$ cat config.mk
export PLATFORM = sky130hd
export DESIGN_NAME = page_buffer_pool_replacement_unit
export DESIGN_NICKNAME = d
export VERILOG_FILES = /design/src/hdl/pbp_pkg.sv /design/src/hdl/page_buffer_pool_replacement_unit.sv /design/src/hdl/pbp_frame_ram.sv /design/src/hdl/pbp_ctrl.sv
export VERILOG_INCLUDE_DIRS = /design/src /design/src/hdl
export SDC_FILE = /design/constraint.sdc
export NUM_CORES = 2
export LEC_CHECK = 0
export BUFFER_PORTS_ARGS = -buffer_cell sky130_fd_sc_hd__buf_4
export CORE_MARGIN = 8
export CORE_UTILIZATION = 30
export CTS_CLUSTER_SIZE = 40
export DETAILED_ROUTE_END_ITERATION = 8
export GPL_TIMING_DRIVEN = 0
export PLACE_DENSITY = 0.48
export SLEW_MARGIN = 10
export SYNTH_ARGS = -nofsm -noshare
export SYNTH_HDL_FRONTEND = slang
export SYNTH_HIERARCHICAL = 1
export SYNTH_SLANG_ARGS = --single-unit
export TNS_END_PERCENT = 1
$ cat constraint.sdc
create_clock -name clk -period 8.2 [get_ports clk]
set_input_delay 1.64 -clock clk [delete_from_list [all_inputs] [get_ports clk]]
set_output_delay 1.64 -clock clk [all_outputs]
set_load 0.005 [all_outputs]
$ cat src/hdl/assert_macros.svh
// assertion helpers used by pbp_ctrl
// both expect a clock named clk and an active-low reset named rst_n in scope
`ifndef ASSERT_MACROS_SVH
`define ASSERT_MACROS_SVH

// property must hold at every clock edge outside reset
`define ASSERT_AT(lbl, prop) \
    lbl: assert property (@(posedge clk) disable iff (!rst_n) prop) \
        else $error("%m: property check failed");

// expression must never be true at a clock edge outside reset
`define ASSERT_NEVER(lbl, expr) \
    lbl: assert property (@(posedge clk) disable iff (!rst_n) !(expr)) \
        else $error("%m: forbidden condition seen");

`endif

$ cat src/hdl/pbp_pkg.sv
`timescale 1ns / 1ps
// ----------------------------------------------------------------------------
// pbp_pkg
// shared types, codes and fixed widths of the page buffer pool replacement unit
// ----------------------------------------------------------------------------
package pbp_pkg;

    // fixed field widths
    localparam int PAGE_W      = 24;
    localparam int FRAME_OUT_W = 4;
    localparam int COUNT_W     = 32;
    localparam int PIN_W       = 8;
    localparam int OP_W        = 3;
    localparam int STATUS_W    = 2;
    localparam int OUT_DATA_W  = 120;

    // flush-all emits at most this many write-backs
    localparam int MAX_RESULTS  = 16;
    localparam int FLUSH_CNT_W  = $clog2(MAX_RESULTS + 1);

    // pin count saturation value
    localparam logic [PIN_W-1:0] PIN_MAX = 8'hFF;

    // request opcodes
    localparam logic [OP_W-1:0] OP_PIN   = 3'd0;
    localparam logic [OP_W-1:0] OP_UNPIN = 3'd1;
    localparam logic [OP_W-1:0] OP_DIRTY = 3'd2;
    localparam logic [OP_W-1:0] OP_FORCE = 3'd3;
    localparam logic [OP_W-1:0] OP_FLUSH = 3'd4;

    // result status codes
    localparam logic [STATUS_W-1:0] ST_OK   = 2'd0;
    localparam logic [STATUS_W-1:0] ST_MISS = 2'd1;
    localparam logic [STATUS_W-1:0] ST_FULL = 2'd2;

    // replacement policy codes
    localparam logic RS_FIFO = 1'b0;
    localparam logic RS_LRU  = 1'b1;

    // one result item
    typedef struct packed {
        logic [STATUS_W-1:0]    status;
        logic [FRAME_OUT_W-1:0] frame_index;
        logic                   writeback_valid;
        logic [PAGE_W-1:0]      writeback_page;
        logic                   load_valid;
        logic [PAGE_W-1:0]      load_page;
        logic [COUNT_W-1:0]     reads_total;
        logic [COUNT_W-1:0]     writes_total;
        logic                   last_result;
    } result_t;

endpackage

$ cat src/hdl/page_buffer_pool_replacement_unit.sv
// pin, unpin, mark dirty and force start with a lookup pass, then pin runs an update
// pass unless no frame can take the page and the others rewrite the hit frame. flush
// all reads the frames in turn, waiting while the output stalls. one request at a time,
// next accepted after its last result leaves the sequencer. both passes visit one frame
// per cycle on the single frame-table read port. reset empties every frame, clears the
// counters and the fifo pointer and selects fifo replacement: no table clearing pass
`timescale 1ns / 1ps
// ----------------------------------------------------------------------------
// page_buffer_pool_replacement_unit
// fully associative page frame table with fifo or lru victim choice
// ----------------------------------------------------------------------------
module page_buffer_pool_replacement_unit #(
    parameter int NUM_FRAMES = 16
) (
    input  logic                              clk,
    input  logic                              rst_n,
    input  logic                              cfg_we,
    input  logic                              cfg_wdata,      // replace_policy
    input  logic                              s_axis_tvalid,
    output logic                              s_axis_tready,
    input  logic [pbp_pkg::PAGE_W-1:0]        s_axis_tdata,   // page_number
    input  logic [pbp_pkg::OP_W-1:0]          s_axis_tuser,   // opcode
    output logic                              m_axis_tvalid,
    input  logic                              m_axis_tready,
    // status, frame_index, writeback_valid, writeback_page, load_valid,
    // load_page, reads_total, writes_total
    output logic [pbp_pkg::OUT_DATA_W-1:0]    m_axis_tdata,
    output logic                              m_axis_tlast    // last_result
);

    import pbp_pkg::*;

    logic    policy_reg;
    logic    out_vld_reg;
    result_t out_reg;
    logic    out_free;
    logic    res_valid;
    result_t res;

    // replacement policy register
    always_ff @(posedge clk or negedge rst_n)
    begin
        if (!rst_n)
        begin
            policy_reg <= RS_FIFO;
        end
        else if (cfg_we)
        begin
            policy_reg <= cfg_wdata;
        end
    end

    pbp_ctrl #(
        .NUM_FRAMES (NUM_FRAMES)
    ) u_ctrl (
        .clk       (clk),
        .rst_n     (rst_n),
        .policy    (policy_reg),
        .in_valid  (s_axis_tvalid),
        .in_ready  (s_axis_tready),
        .in_op     (s_axis_tuser),
        .in_page   (s_axis_tdata),
        .out_free  (out_free),
        .res_valid (res_valid),
        .res       (res)
    );

    // output register, free when empty or being taken
    assign out_free = !out_vld_reg || m_axis_tready;

    always_ff @(posedge clk or negedge rst_n)
    begin
        if (!rst_n)
        begin
            out_vld_reg <= 1'b0;
            out_reg     <= '0;
        end
        else if (res_valid)
        begin
            out_vld_reg <= 1'b1;
            out_reg     <= res;
        end
        else if (m_axis_tready)
        begin
            out_vld_reg <= 1'b0;
        end
    end

    // result transaction packing
    assign m_axis_tvalid = out_vld_reg;
    assign m_axis_tlast  = out_reg.last_result;
    assign m_axis_tdata  = {out_reg.writes_total, out_reg.reads_total, out_reg.load_page,
                            out_reg.load_valid, out_reg.writeback_page,
                            out_reg.writeback_valid, out_reg.frame_index, out_reg.status};

endmodule

$ cat src/hdl/pbp_frame_ram.sv
`timescale 1ns / 1ps
// ----------------------------------------------------------------------------
// pbp_frame_ram
// frame table memory: one write port, one read port with registered data
// ----------------------------------------------------------------------------
module pbp_frame_ram #(
    parameter int DEPTH = 16,
    parameter int AW    = 4,
    parameter int DW    = 37
) (
    input  logic          clk,
    input  logic          rd_en,
    input  logic [AW-1:0] rd_addr,
    output logic [DW-1:0] rd_data,
    input  logic          wr_en,
    input  logic [AW-1:0] wr_addr,
    input  logic [DW-1:0] wr_data
);

    logic [DW-1:0] mem [DEPTH];
    logic [DW-1:0] rd_data_reg;

    // write port
    always_ff @(posedge clk)
    begin
        if (wr_en)
        begin
            mem[wr_addr] <= wr_data;
        end
    end

    // read port, data registered
    always_ff @(posedge clk)
    begin
        if (rd_en)
        begin
            rd_data_reg <= mem[rd_addr];
        end
    end

    assign rd_data = rd_data_reg;

endmodule

$ cat src/hdl/pbp_ctrl.sv
`timescale 1ns / 1ps
`include "assert_macros.svh"
// ----------------------------------------------------------------------------
// pbp_ctrl
// request sequencer: walks the frame table through a shared compare/update
// step: one frame per cycle in the lookup and recency update passes, a read then a check per frame in flush
// ----------------------------------------------------------------------------
module pbp_ctrl #(
    parameter int NUM_FRAMES = 16
) (
    input  logic                          clk,
    input  logic                          rst_n,
    input  logic                          policy,
    input  logic                          in_valid,
    output logic                          in_ready,
    input  logic [pbp_pkg::OP_W-1:0]      in_op,
    input  logic [pbp_pkg::PAGE_W-1:0]    in_page,
    input  logic                          out_free,
    output logic                          res_valid,
    output pbp_pkg::result_t              res
);

    import pbp_pkg::*;

    localparam int FW = (NUM_FRAMES > 1) ? $clog2(NUM_FRAMES) : 1;
    localparam int CW = $clog2(NUM_FRAMES + 1);
    localparam int RW = CW;
    localparam int DW = PAGE_W + PIN_W + 1 + RW;
    localparam logic [FW-1:0] LAST_IDX    = FW'(NUM_FRAMES - 1);
    localparam logic [CW-1:0] ISS_END     = CW'(NUM_FRAMES);
    localparam logic [RW-1:0] RANK_OLDEST = RW'(NUM_FRAMES);

    typedef enum logic [3:0] {
        S_IDLE,
        S_SCAN,
        S_DECIDE,
        S_TOUCH,
        S_MOD_RD,
        S_MOD_WR,
        S_FL_RD,
        S_FL_CHK,
        S_EMIT
    } state_t;

    // sequencer state
    state_t                   state_reg, state_next;
    logic [OP_W-1:0]          op_reg, op_next;
    logic [PAGE_W-1:0]        page_reg, page_next;
    logic [CW-1:0]            iss_reg, iss_next;
    logic                     pv_reg, pv_next;
    logic [FW-1:0]            pidx_reg, pidx_next;

    // lookup pass results
    logic                     hit_fnd_reg, hit_fnd_next;
    logic [FW-1:0]            hit_f_reg, hit_f_next;
    logic [RW-1:0]            hit_rank_reg, hit_rank_next;
    logic                     emp_fnd_reg, emp_fnd_next;
    logic [FW-1:0]            emp_f_reg, emp_f_next;
    logic                     fa_fnd_reg, fa_fnd_next;
    logic [FW-1:0]            fa_f_reg, fa_f_next;
    logic [RW-1:0]            fa_rank_reg, fa_rank_next;
    logic                     fb_fnd_reg, fb_fnd_next;
    logic [FW-1:0]            fb_f_reg, fb_f_next;
    logic [RW-1:0]            fb_rank_reg, fb_rank_next;
    logic                     lru_fnd_reg, lru_fnd_next;
    logic [FW-1:0]            lru_f_reg, lru_f_next;
    logic [RW-1:0]            lru_rank_reg, lru_rank_next;

    // update pass target
    logic [FW-1:0]            tgt_reg, tgt_next;
    logic [RW-1:0]            old_rank_reg, old_rank_next;
    logic                     was_occ_reg, was_occ_next;
    logic                     fill_reg, fill_next;
    logic                     wbv_reg, wbv_next;
    logic [PAGE_W-1:0]        wbp_reg, wbp_next;

    // architectural state
    logic [NUM_FRAMES-1:0]    occ_reg, occ_next;
    logic [FW-1:0]            fifo_next_reg, fifo_next_next;
    logic [COUNT_W-1:0]       reads_reg, reads_next;
    logic [COUNT_W-1:0]       writes_reg, writes_next;

    // result staging
    result_t                  res_reg, res_next;
    logic                     res_pend_reg, res_pend_next;
    logic [FLUSH_CNT_W-1:0]   nfl_reg, nfl_next;

    // frame memory port
    logic                     rd_en;
    logic [FW-1:0]            rd_addr;
    logic [DW-1:0]            rd_data;
    logic                     wr_en;
    logic [FW-1:0]            wr_addr;
    logic [DW-1:0]            wr_data;

    // fields of the entry read back
    logic [PAGE_W-1:0]        e_page;
    logic [PIN_W-1:0]         e_pins;
    logic                     e_dirty;
    logic [RW-1:0]            e_rank;

    function automatic result_t make_res(
        input logic [STATUS_W-1:0] st,
        input logic [FW-1:0]       f,
        input logic                wbv,
        input logic [PAGE_W-1:0]   wbp,
        input logic                ldv,
        input logic [PAGE_W-1:0]   ldp,
        input logic [COUNT_W-1:0]  rc,
        input logic [COUNT_W-1:0]  wc,
        input logic                last
    );
        result_t r;
        r.status          = st;
        r.frame_index     = FRAME_OUT_W'(f);
        r.writeback_valid = wbv;
        r.writeback_page  = wbp;
        r.load_valid      = ldv;
        r.load_page       = ldp;
        r.reads_total     = rc;
        r.writes_total    = wc;
        r.last_result     = last;
        return r;
    endfunction

    pbp_frame_ram #(
        .DEPTH (NUM_FRAMES),
        .AW    (FW),
        .DW    (DW)
    ) u_frame_ram (
        .clk     (clk),
        .rd_en   (rd_en),
        .rd_addr (rd_addr),
        .rd_data (rd_data),
        .wr_en   (wr_en),
        .wr_addr (wr_addr),
        .wr_data (wr_data)
    );

    // entry layout: page, pins, dirty, recency rank
    assign e_page  = rd_data[DW-1 -: PAGE_W];
    assign e_pins  = rd_data[RW+1 +: PIN_W];
    assign e_dirty = rd_data[RW];
    assign e_rank  = rd_data[RW-1:0];

    assign res = res_reg;

    // sequencer and shared compare/update step
    always_comb
    begin
        logic                 take;
        logic [PAGE_W-1:0]    n_page;
        logic [PIN_W-1:0]     n_pins;
        logic                 n_dirty;
        logic [RW-1:0]        n_rank;
        logic                 wbv_now;
        logic [PAGE_W-1:0]    wbp_now;
        logic [COUNT_W-1:0]   rd_cnt;
        logic [COUNT_W-1:0]   wr_cnt;
        logic                 vic_fnd;
        logic [FW-1:0]        vic;
        logic [RW-1:0]        vic_rank;
        logic                 t_go;
        logic [FW-1:0]        t_f;
        logic [RW-1:0]        t_rank;
        logic                 t_was;

        state_next     = state_reg;
        op_next        = op_reg;
        page_next      = page_reg;
        iss_next       = iss_reg;
        pv_next        = pv_reg;
        pidx_next      = pidx_reg;
        hit_fnd_next   = hit_fnd_reg;
        hit_f_next     = hit_f_reg;
        hit_rank_next  = hit_rank_reg;
        emp_fnd_next   = emp_fnd_reg;
        emp_f_next     = emp_f_reg;
        fa_fnd_next    = fa_fnd_reg;
        fa_f_next      = fa_f_reg;
        fa_rank_next   = fa_rank_reg;
        fb_fnd_next    = fb_fnd_reg;
        fb_f_next      = fb_f_reg;
        fb_rank_next   = fb_rank_reg;
        lru_fnd_next   = lru_fnd_reg;
        lru_f_next     = lru_f_reg;
        lru_rank_next  = lru_rank_reg;
        tgt_next       = tgt_reg;
        old_rank_next  = old_rank_reg;
        was_occ_next   = was_occ_reg;
        fill_next      = fill_reg;
        wbv_next       = wbv_reg;
        wbp_next       = wbp_reg;
        occ_next       = occ_reg;
        fifo_next_next = fifo_next_reg;
        reads_next     = reads_reg;
        writes_next    = writes_reg;
        res_next       = res_reg;
        res_pend_next  = res_pend_reg;
        nfl_next       = nfl_reg;

        rd_en     = 1'b0;
        rd_addr   = iss_reg[FW-1:0];
        wr_en     = 1'b0;
        wr_addr   = pidx_reg;
        wr_data   = rd_data;
        res_valid = 1'b0;
        in_ready  = (state_reg == S_IDLE);

        take     = 1'b0;
        n_page   = e_page;
        n_pins   = e_pins;
        n_dirty  = e_dirty;
        n_rank   = e_rank;
        wbv_now  = wbv_reg;
        wbp_now  = wbp_reg;
        rd_cnt   = reads_reg;
        wr_cnt   = writes_reg;
        vic_fnd  = 1'b0;
        vic      = fb_f_reg;
        vic_rank = fb_rank_reg;
        t_go     = 1'b0;
        t_f      = hit_f_reg;
        t_rank   = hit_rank_reg;
        t_was    = 1'b1;

        // read issue shared by the two full-table passes
        if ((state_reg == S_SCAN) || (state_reg == S_TOUCH))
        begin
            if (iss_reg != ISS_END)
            begin
                rd_en     = 1'b1;
                rd_addr   = iss_reg[FW-1:0];
                iss_next  = CW'(iss_reg + 1'b1);
                pv_next   = 1'b1;
                pidx_next = iss_reg[FW-1:0];
            end
            else
            begin
                pv_next = 1'b0;
            end
        end

        unique case (state_reg)
            S_IDLE:
            begin
                if (in_valid)
                begin
                    op_next   = in_op;
                    page_next = in_page;
                    case (in_op) inside
                        OP_PIN, OP_UNPIN, OP_DIRTY, OP_FORCE:
                        begin
                            iss_next     = '0;
                            pv_next      = 1'b0;
                            hit_fnd_next = 1'b0;
                            emp_fnd_next = 1'b0;
                            fa_fnd_next  = 1'b0;
                            fb_fnd_next  = 1'b0;
                            lru_fnd_next = 1'b0;
                            state_next   = S_SCAN;
                        end
                        OP_FLUSH:
                        begin
                            iss_next      = '0;
                            nfl_next      = '0;
                            res_pend_next = 1'b0;
                            state_next    = S_FL_RD;
                        end
                        default:
                        begin
                            res_next   = make_res(ST_OK, '0, 1'b0, '0, 1'b0, '0,
                                                  reads_reg, writes_reg, 1'b1);
                            state_next = S_EMIT;
                        end
                    endcase
                end
            end

            // lookup pass: match, first empty, fifo and lru candidates
            S_SCAN:
            begin
                if (pv_reg)
                begin
                    if (occ_reg[pidx_reg] && (e_page == page_reg) && !hit_fnd_reg)
                    begin
                        hit_fnd_next  = 1'b1;
                        hit_f_next    = pidx_reg;
                        hit_rank_next = e_rank;
                    end
                    if (!occ_reg[pidx_reg] && !emp_fnd_reg)
                    begin
                        emp_fnd_next = 1'b1;
                        emp_f_next   = pidx_reg;
                    end
                    if (occ_reg[pidx_reg] && (e_pins == '0))
                    begin
                        if ((pidx_reg >= fifo_next_reg) && !fa_fnd_reg)
                        begin
                            fa_fnd_next  = 1'b1;
                            fa_f_next    = pidx_reg;
                            fa_rank_next = e_rank;
                        end
                        if (!fb_fnd_reg)
                        begin
                            fb_fnd_next  = 1'b1;
                            fb_f_next    = pidx_reg;
                            fb_rank_next = e_rank;
                        end
                        if (!lru_fnd_reg || (e_rank > lru_rank_reg))
                        begin
                            lru_fnd_next  = 1'b1;
                            lru_f_next    = pidx_reg;
                            lru_rank_next = e_rank;
                        end
                    end
                    if (pidx_reg == LAST_IDX)
                    begin
                        state_next = S_DECIDE;
                    end
                end
            end

            // choose the target frame from the pass results
            S_DECIDE:
            begin
                if (policy == RS_FIFO)
                begin
                    if (fa_fnd_reg)
                    begin
                        vic_fnd  = 1'b1;
                        vic      = fa_f_reg;
                        vic_rank = fa_rank_reg;
                    end
                    else if (fb_fnd_reg)
                    begin
                        vic_fnd  = 1'b1;
                        vic      = fb_f_reg;
                        vic_rank = fb_rank_reg;
                    end
                end
                else
                begin
                    vic_fnd  = lru_fnd_reg;
                    vic      = lru_f_reg;
                    vic_rank = lru_rank_reg;
                end

                case (op_reg) inside
                    OP_PIN:
                    begin
                        if (hit_fnd_reg)
                        begin
                            t_go      = 1'b1;
                            t_f       = hit_f_reg;
                            t_rank    = hit_rank_reg;
                            t_was     = 1'b1;
                            fill_next = 1'b0;
                        end
                        else if (emp_fnd_reg)
                        begin
                            t_go      = 1'b1;
                            t_f       = emp_f_reg;
                            t_rank    = RANK_OLDEST;
                            t_was     = 1'b0;
                            fill_next = 1'b1;
                        end
                        else if (vic_fnd)
                        begin
                            t_go      = 1'b1;
                            t_f       = vic;
                            t_rank    = vic_rank;
                            t_was     = 1'b1;
                            fill_next = 1'b1;
                            if (policy == RS_FIFO)
                            begin
                                fifo_next_next = (vic == LAST_IDX) ? '0 : FW'(vic + 1'b1);
                            end
                        end
                        else
                        begin
                            res_next   = make_res(ST_FULL, '0, 1'b0, '0, 1'b0, '0,
                                                  reads_reg, writes_reg, 1'b1);
                            state_next = S_EMIT;
                        end
                    end
                    OP_UNPIN, OP_DIRTY, OP_FORCE:
                    begin
                        if (hit_fnd_reg)
                        begin
                            tgt_next   = hit_f_reg;
                            state_next = S_MOD_RD;
                        end
                        else
                        begin
                            res_next   = make_res(ST_MISS, '0, 1'b0, '0, 1'b0, '0,
                                                  reads_reg, writes_reg, 1'b1);
                            state_next = S_EMIT;
                        end
                    end
                    default:
                    begin
                        res_next   = make_res(ST_OK, '0, 1'b0, '0, 1'b0, '0,
                                              reads_reg, writes_reg, 1'b1);
                        state_next = S_EMIT;
                    end
                endcase

                if (t_go)
                begin
                    tgt_next      = t_f;
                    old_rank_next = t_rank;
                    was_occ_next  = t_was;
                    wbv_next      = 1'b0;
                    iss_next      = '0;
                    pv_next       = 1'b0;
                    state_next    = S_TOUCH;
                end
            end

            // update pass: recency ranks, target entry, victim write-back
            S_TOUCH:
            begin
                if (pv_reg)
                begin
                    if (pidx_reg == tgt_reg)
                    begin
                        n_rank = '0;
                        if (fill_reg)
                        begin
                            n_page             = page_reg;
                            n_pins             = PIN_W'(1);
                            n_dirty            = 1'b0;
                            occ_next[pidx_reg] = 1'b1;
                            wbv_now            = was_occ_reg && e_dirty;
                            wbp_now            = e_page;
                        end
                        else if (e_pins != PIN_MAX)
                        begin
                            n_pins = PIN_W'(e_pins + 1'b1);
                        end
                    end
                    else if (occ_reg[pidx_reg] && (e_rank < old_rank_reg))
                    begin
                        n_rank = RW'(e_rank + 1'b1);
                    end

                    wr_en    = 1'b1;
                    wr_addr  = pidx_reg;
                    wr_data  = {n_page, n_pins, n_dirty, n_rank};
                    wbv_next = wbv_now;
                    wbp_next = wbp_now;

                    if (pidx_reg == LAST_IDX)
                    begin
                        if (fill_reg)
                        begin
                            rd_cnt      = COUNT_W'(reads_reg + 1'b1);
                            wr_cnt      = COUNT_W'(writes_reg + wbv_now);
                            reads_next  = rd_cnt;
                            writes_next = wr_cnt;
                            res_next    = make_res(ST_OK, tgt_reg, wbv_now,
                                                   wbv_now ? wbp_now : '0, 1'b1, page_reg,
                                                   rd_cnt, wr_cnt, 1'b1);
                        end
                        else
                        begin
                            res_next = make_res(ST_OK, tgt_reg, 1'b0, '0, 1'b0, '0,
                                                reads_reg, writes_reg, 1'b1);
                        end
                        state_next = S_EMIT;
                    end
                end
            end

            // single-frame read-modify-write for unpin, mark dirty, force
            S_MOD_RD:
            begin
                rd_en      = 1'b1;
                rd_addr    = tgt_reg;
                state_next = S_MOD_WR;
            end

            S_MOD_WR:
            begin
                wbv_now = 1'b0;
                case (op_reg)
                    OP_UNPIN:
                    begin
                        if (e_pins != '0)
                        begin
                            n_pins = PIN_W'(e_pins - 1'b1);
                        end
                    end
                    OP_DIRTY:
                    begin
                        n_dirty = 1'b1;
                    end
                    OP_FORCE:
                    begin
                        if (e_dirty)
                        begin
                            n_dirty = 1'b0;
                            wbv_now = 1'b1;
                            wr_cnt  = COUNT_W'(writes_reg + 1'b1);
                        end
                    end
                    default:
                    begin
                    end
                endcase
                wr_en       = 1'b1;
                wr_addr     = tgt_reg;
                wr_data     = {n_page, n_pins, n_dirty, n_rank};
                writes_next = wr_cnt;
                res_next    = make_res(ST_OK, tgt_reg, wbv_now, wbv_now ? e_page : '0,
                                       1'b0, '0, reads_reg, wr_cnt, 1'b1);
                state_next  = S_EMIT;
            end

            // flush: one frame read per visit
            S_FL_RD:
            begin
                rd_en      = 1'b1;
                rd_addr    = iss_reg[FW-1:0];
                pidx_next  = iss_reg[FW-1:0];
                state_next = S_FL_CHK;
            end

            // flush: clean a dirty frame, pass the held result on
            S_FL_CHK:
            begin
                take = occ_reg[pidx_reg] && e_dirty &&
                       (nfl_reg < FLUSH_CNT_W'(MAX_RESULTS));
                if (!(take && res_pend_reg && !out_free))
                begin
                    if (take)
                    begin
                        wr_en         = 1'b1;
                        wr_addr       = pidx_reg;
                        wr_data       = {e_page, e_pins, 1'b0, e_rank};
                        wr_cnt        = COUNT_W'(writes_reg + 1'b1);
                        writes_next   = wr_cnt;
                        nfl_next      = FLUSH_CNT_W'(nfl_reg + 1'b1);
                        res_valid     = res_pend_reg;
                        res_next      = make_res(ST_OK, pidx_reg, 1'b1, e_page, 1'b0, '0,
                                                 reads_reg, wr_cnt, pidx_reg == LAST_IDX);
                        res_pend_next = 1'b1;
                    end
                    if (pidx_reg == LAST_IDX)
                    begin
                        if (!take)
                        begin
                            if (res_pend_reg)
                            begin
                                res_next.last_result = 1'b1;
                            end
                            else
                            begin
                                res_next = make_res(ST_OK, '0, 1'b0, '0, 1'b0, '0,
                                                    reads_reg, writes_reg, 1'b1);
                            end
                        end
                        state_next = S_EMIT;
                    end
                    else
                    begin
                        iss_next   = CW'(iss_reg + 1'b1);
                        state_next = S_FL_RD;
                    end
                end
            end

            // hand the final result to the output register
            S_EMIT:
            begin
                if (out_free)
                begin
                    res_valid     = 1'b1;
                    res_pend_next = 1'b0;
                    state_next    = S_IDLE;
                end
            end

            default:
            begin
                state_next = S_IDLE;
            end
        endcase
    end

    // state and staging registers
    always_ff @(posedge clk or negedge rst_n)
    begin
        if (!rst_n)
        begin
            state_reg     <= S_IDLE;
            op_reg        <= '0;
            page_reg      <= '0;
            iss_reg       <= '0;
            pv_reg        <= 1'b0;
            pidx_reg      <= '0;
            hit_fnd_reg   <= 1'b0;
            hit_f_reg     <= '0;
            hit_rank_reg  <= '0;
            emp_fnd_reg   <= 1'b0;
            emp_f_reg     <= '0;
            fa_fnd_reg    <= 1'b0;
            fa_f_reg      <= '0;
            fa_rank_reg   <= '0;
            fb_fnd_reg    <= 1'b0;
            fb_f_reg      <= '0;
            fb_rank_reg   <= '0;
            lru_fnd_reg   <= 1'b0;
            lru_f_reg     <= '0;
            lru_rank_reg  <= '0;
            tgt_reg       <= '0;
            old_rank_reg  <= '0;
            was_occ_reg   <= 1'b0;
            fill_reg      <= 1'b0;
            wbv_reg       <= 1'b0;
            wbp_reg       <= '0;
            occ_reg       <= '0;
            fifo_next_reg <= '0;
            reads_reg     <= '0;
            writes_reg    <= '0;
            res_reg       <= '0;
            res_pend_reg  <= 1'b0;
            nfl_reg       <= '0;
        end
        else
        begin
            state_reg     <= state_next;
            op_reg        <= op_next;
            page_reg      <= page_next;
            iss_reg       <= iss_next;
            pv_reg        <= pv_next;
            pidx_reg      <= pidx_next;
            hit_fnd_reg   <= hit_fnd_next;
            hit_f_reg     <= hit_f_next;
            hit_rank_reg  <= hit_rank_next;
            emp_fnd_reg   <= emp_fnd_next;
            emp_f_reg     <= emp_f_next;
            fa_fnd_reg    <= fa_fnd_next;
            fa_f_reg      <= fa_f_next;
            fa_rank_reg   <= fa_rank_next;
            fb_fnd_reg    <= fb_fnd_next;
            fb_f_reg      <= fb_f_next;
            fb_rank_reg   <= fb_rank_next;
            lru_fnd_reg   <= lru_fnd_next;
            lru_f_reg     <= lru_f_next;
            lru_rank_reg  <= lru_rank_next;
            tgt_reg       <= tgt_next;
            old_rank_reg  <= old_rank_next;
            was_occ_reg   <= was_occ_next;
            fill_reg      <= fill_next;
            wbv_reg       <= wbv_next;
            wbp_reg       <= wbp_next;
            occ_reg       <= occ_next;
            fifo_next_reg <= fifo_next_next;
            reads_reg     <= reads_next;
            writes_reg    <= writes_next;
            res_reg       <= res_next;
            res_pend_reg  <= res_pend_next;
            nfl_reg       <= nfl_next;
        end
    end

    // a result is only handed over when the output register can take it
    `ASSERT_AT(a_res_into_free_slot, res_valid |-> out_free)
    // frames are never released, so the occupied count only grows
    `ASSERT_AT(a_occ_grows, 1'b1 |=> ($countones(occ_reg) >= $past($countones(occ_reg))))
    // every pass read comes back for processing in the next cycle
    `ASSERT_AT(a_pass_read_returns, (rd_en && (state_reg == S_SCAN || state_reg == S_TOUCH)) |=> pv_reg)
    // no table write during idle, lookup or decision
    `ASSERT_NEVER(a_no_stray_write, wr_en && (state_reg == S_IDLE || state_reg == S_SCAN || state_reg == S_DECIDE))

endmodule
==> impl_metrics.json <==
{
  "required_ps": 8770,
  "multi_input_area_um2": 17980,
  "finalHoldViolCount": 0,
  "syn-num-nets": 3744,
  "fp.dieW_um": 424.3,
  "drt_iter0_drc": 3301,
  "grt_setup_unrepaired": "no",
  "synth_area_um2": 50020,
  "crit_path_end_kind": "flip-flop",
  "hpwl_mm": 123.6,
  "synthAdderAreaFrac_pct": 0.6253,
  "dp.cells": 6100,
  "ys_types": 97,
  "place.gp.congestion": 0.9194,
  "whs_ps": 467.6,
  "cts_max_path_buffers": 3,
  "min_period_over_period_pct": 83.22,
  "crit_type": "flip-flop to flip-flop",
  "portBuffers": 154,
  "ys_seq_elements": 1102,
  "clock_latency_ps": 760,
  "drc": 0,
  "critPathArrivalTime_ps": 7400,
  "synth.area.mux_share_pct": 13.36,
  "area_growth_pct": 18.22,
  "slew_viol_final": 0,
  "fp.dieArea_um2": 180100,
  "mostFrequentLayoutCell": "edfxtp_1",
  "worstMarginPinSlew_ps": 1395,
  "synth_xor_area_share_pct": 1.628,
  "worst-path-max-fanout": 10,
  "finalNetCount": 4074,
  "synth_area_per_cell_um2": 13.57,
  "regArea_um2": 30810,
  "cts_root_buf": "clkbuf_16",
  "total_power_w": 0.01996,
  "synth_warnings": 6,
  "drive_gt1_share_pct": 22.43,
  "dieHeight_um": 424.3,
  "grt_usage_pct": 18.66,
  "grt_pass1_wl_mm": 248.9,
  "reg2regPathDepth": 15,
  "status": "completed",
  "syn_inst": 3686,
  "grt_antenna_before_repair": 7,
  "drt-total-wl_mm": 173.1,
  "cts_resized": 0,
  "fin_util_pct": 35.52,
  "yosys.area_share.simple_pct": 8.765,
  "final_cell_mix": "646 x edfxtp_1, 456 x dfrtp_1, 340 x nand2_1",
  "cts_buffers": 118,
  "skew_ps": 58.92,
  "first_pass_iters": 7,
  "cts_tree": "done",
  "start_util_pct": 30.05,
  "synth_async_sr_flop_share_pct": 41.38,
  "p_per_area_nw_per_um2": 337.6,
  "cts-hold-fix-buffers": 0,
  "num_rows": 150,
  "cp-start-kind": "flip-flop",
  "worstHoldPathType": "flip-flop to flip-flop",
  "hold_depth": 2,
  "fillers": 16090,
  "clkTransAtPathRegs_ps": 60,
  "grt_overflow": 0,
  "final_cell_count_no_fill": 6325,
  "fmax_mhz": 146.5,
  "ant_nets": 0,
  "cts_max_level": 3,
  "routedWlPerCell_um": 27.37,
  "ys_seq_area_share_pct": 61.59,
  "largest_reg_flops": 608,
  "synth_compound_area_share_pct": 11.20,
  "synth_top_family_by_area": "multiplexers",
  "drv_cap": 0,
  "pin_count": 156,
  "cts_setup_buffers": 0,
  "p_leak_nw": 21.88,
  "ir_drop_mv": 0.2189,
  "first_global_vias": 33860,
  "yosys_most_used_dff": "edfxtp_1",
  "coreArea_um2": 166500,
  "grt_max_degree": 109,
  "viasPerCell": 5.357,
  "cts.sinks": 1102,
  "min_period_ps": 6824,
  "slew_headroom_pct": 6.238,
  "num_vias": 33890,
  "synth_edf_count": 646,
  "setup_viol": 0
}
==> cell type report <==
class / count / area share, %
sequential: 1102 / 52.10
multi-input combinational: 2284 / 30.40
buffer: 259 / 2.126
inverter: 41 / 0.2602
timing repair buffer: 210 / 3.542
tap: 2204 / 4.663
clock inverter: 67 / 1.521
clock buffer: 152 / 5.361
antenna: 6 / 0.02539
==> cell families (layout without fill, tap and decap cells) <==
family,Yosys count,after routing
adders and majority gates,25,25
and+or+nand+nor,932,932
xor gates and xnor gates,93,93
muxes,415,415
buffers and inverters,300,729
DFF,1102,1102
other,0,6
AOI/OAI and AO/OA,819,819
==> power by group <==
part	internal [W]	leakage (nW)	switching (W)
Sequential	0.00714	11.9	0.000765
Clock	0.00328	1.95	0.00234
Combinational	0.00237	7.99	0.00407
Total	0.0128	21.9	0.00717
==> layer usage <==
| layer | vias to the layer above | part of all wire, % | track usage [%] |
|---|---|---|---|
| li1 | 14930 | - | - |
| met1 | 17400 | 42 | 24.26 |
| met2 | 1224 | 48 | 30.94 |
| met3 | 338 | 5.9 | 3.058 |
| met4 | 0 | 4.5 | 7.949 |
| met5 | - | 0 | 0 |
==> critical path, cell delays in order, from the launching register on <==
cell	delay, ps
dfrtp_1	350
clkbuf_1	310
clkbuf_1	580
xor2_1	160
nor4_2	960
nand2_1	470
o21ai_0	820
ha_1	400
ha_1	280
nand3_1	300
nor4_1	950
nand2_1	320
o21ai_0	290
nand3_1	140
a22oi_1	190
o21ai_0	120
==> synthesized netlist by cell type, drive strengths merged, types with 86 or more instances <==
| cell type | n | share of area, % |
|---|---|---|
| a22oi | 109 | 1.6 |
| buf | 86 | 1.2 |
| edfxtp | 646 | 39 |
| o21ai | 188 | 1.9 |
| a21oi | 153 | 1.6 |
| nor2 | 206 | 1.6 |
| clkbuf | 173 | 1.3 |
| nand2 | 340 | 2.6 |
| dfrtp | 456 | 23 |
| mux2 | 226 | 5.7 |
| nand3 | 107 | 1.1 |
| mux4 | 156 | 7.0 |
==> final timing paths <==
| check | to | slack, ps | from |
|---|---|---|---|
| setup reg to reg | u_ctrl/writes_reg[16] | 1380 | u_ctrl/pidx_reg[1] |
| hold reg to reg | u_ctrl/res[64] | 470 | u_ctrl/res[64] |
| hold / removal | u_ctrl/res[64] | 470 | u_ctrl/res[64] |
| max in group asynchronous | m_axis_tdata[37] | 5630 | rst_n |
| min in group asynchronous | u_ctrl/writes_reg[12] | 850 | rst_n |
| setup / recovery | u_ctrl/writes_reg[16] | 1380 | u_ctrl/pidx_reg[1] |
==> per-stage QoR <==
| stage | setup TNS, ps | area, um^2 | setup slack [ps] |
|---|---|---|---|
| after floorplan | 0 | 50020 | 2411 |
| after global placement | -527800 | 53930 | -2816 |
| after detailed placement | 0 | 55040 | 1580 |
| after CTS | 0 | 59110 | 1569 |
| after global routing | 0 | 59130 | 1181 |
| final | 0 | 59140 | 1376 |
No activity file was read; power rests on OpenSTA's default activity.
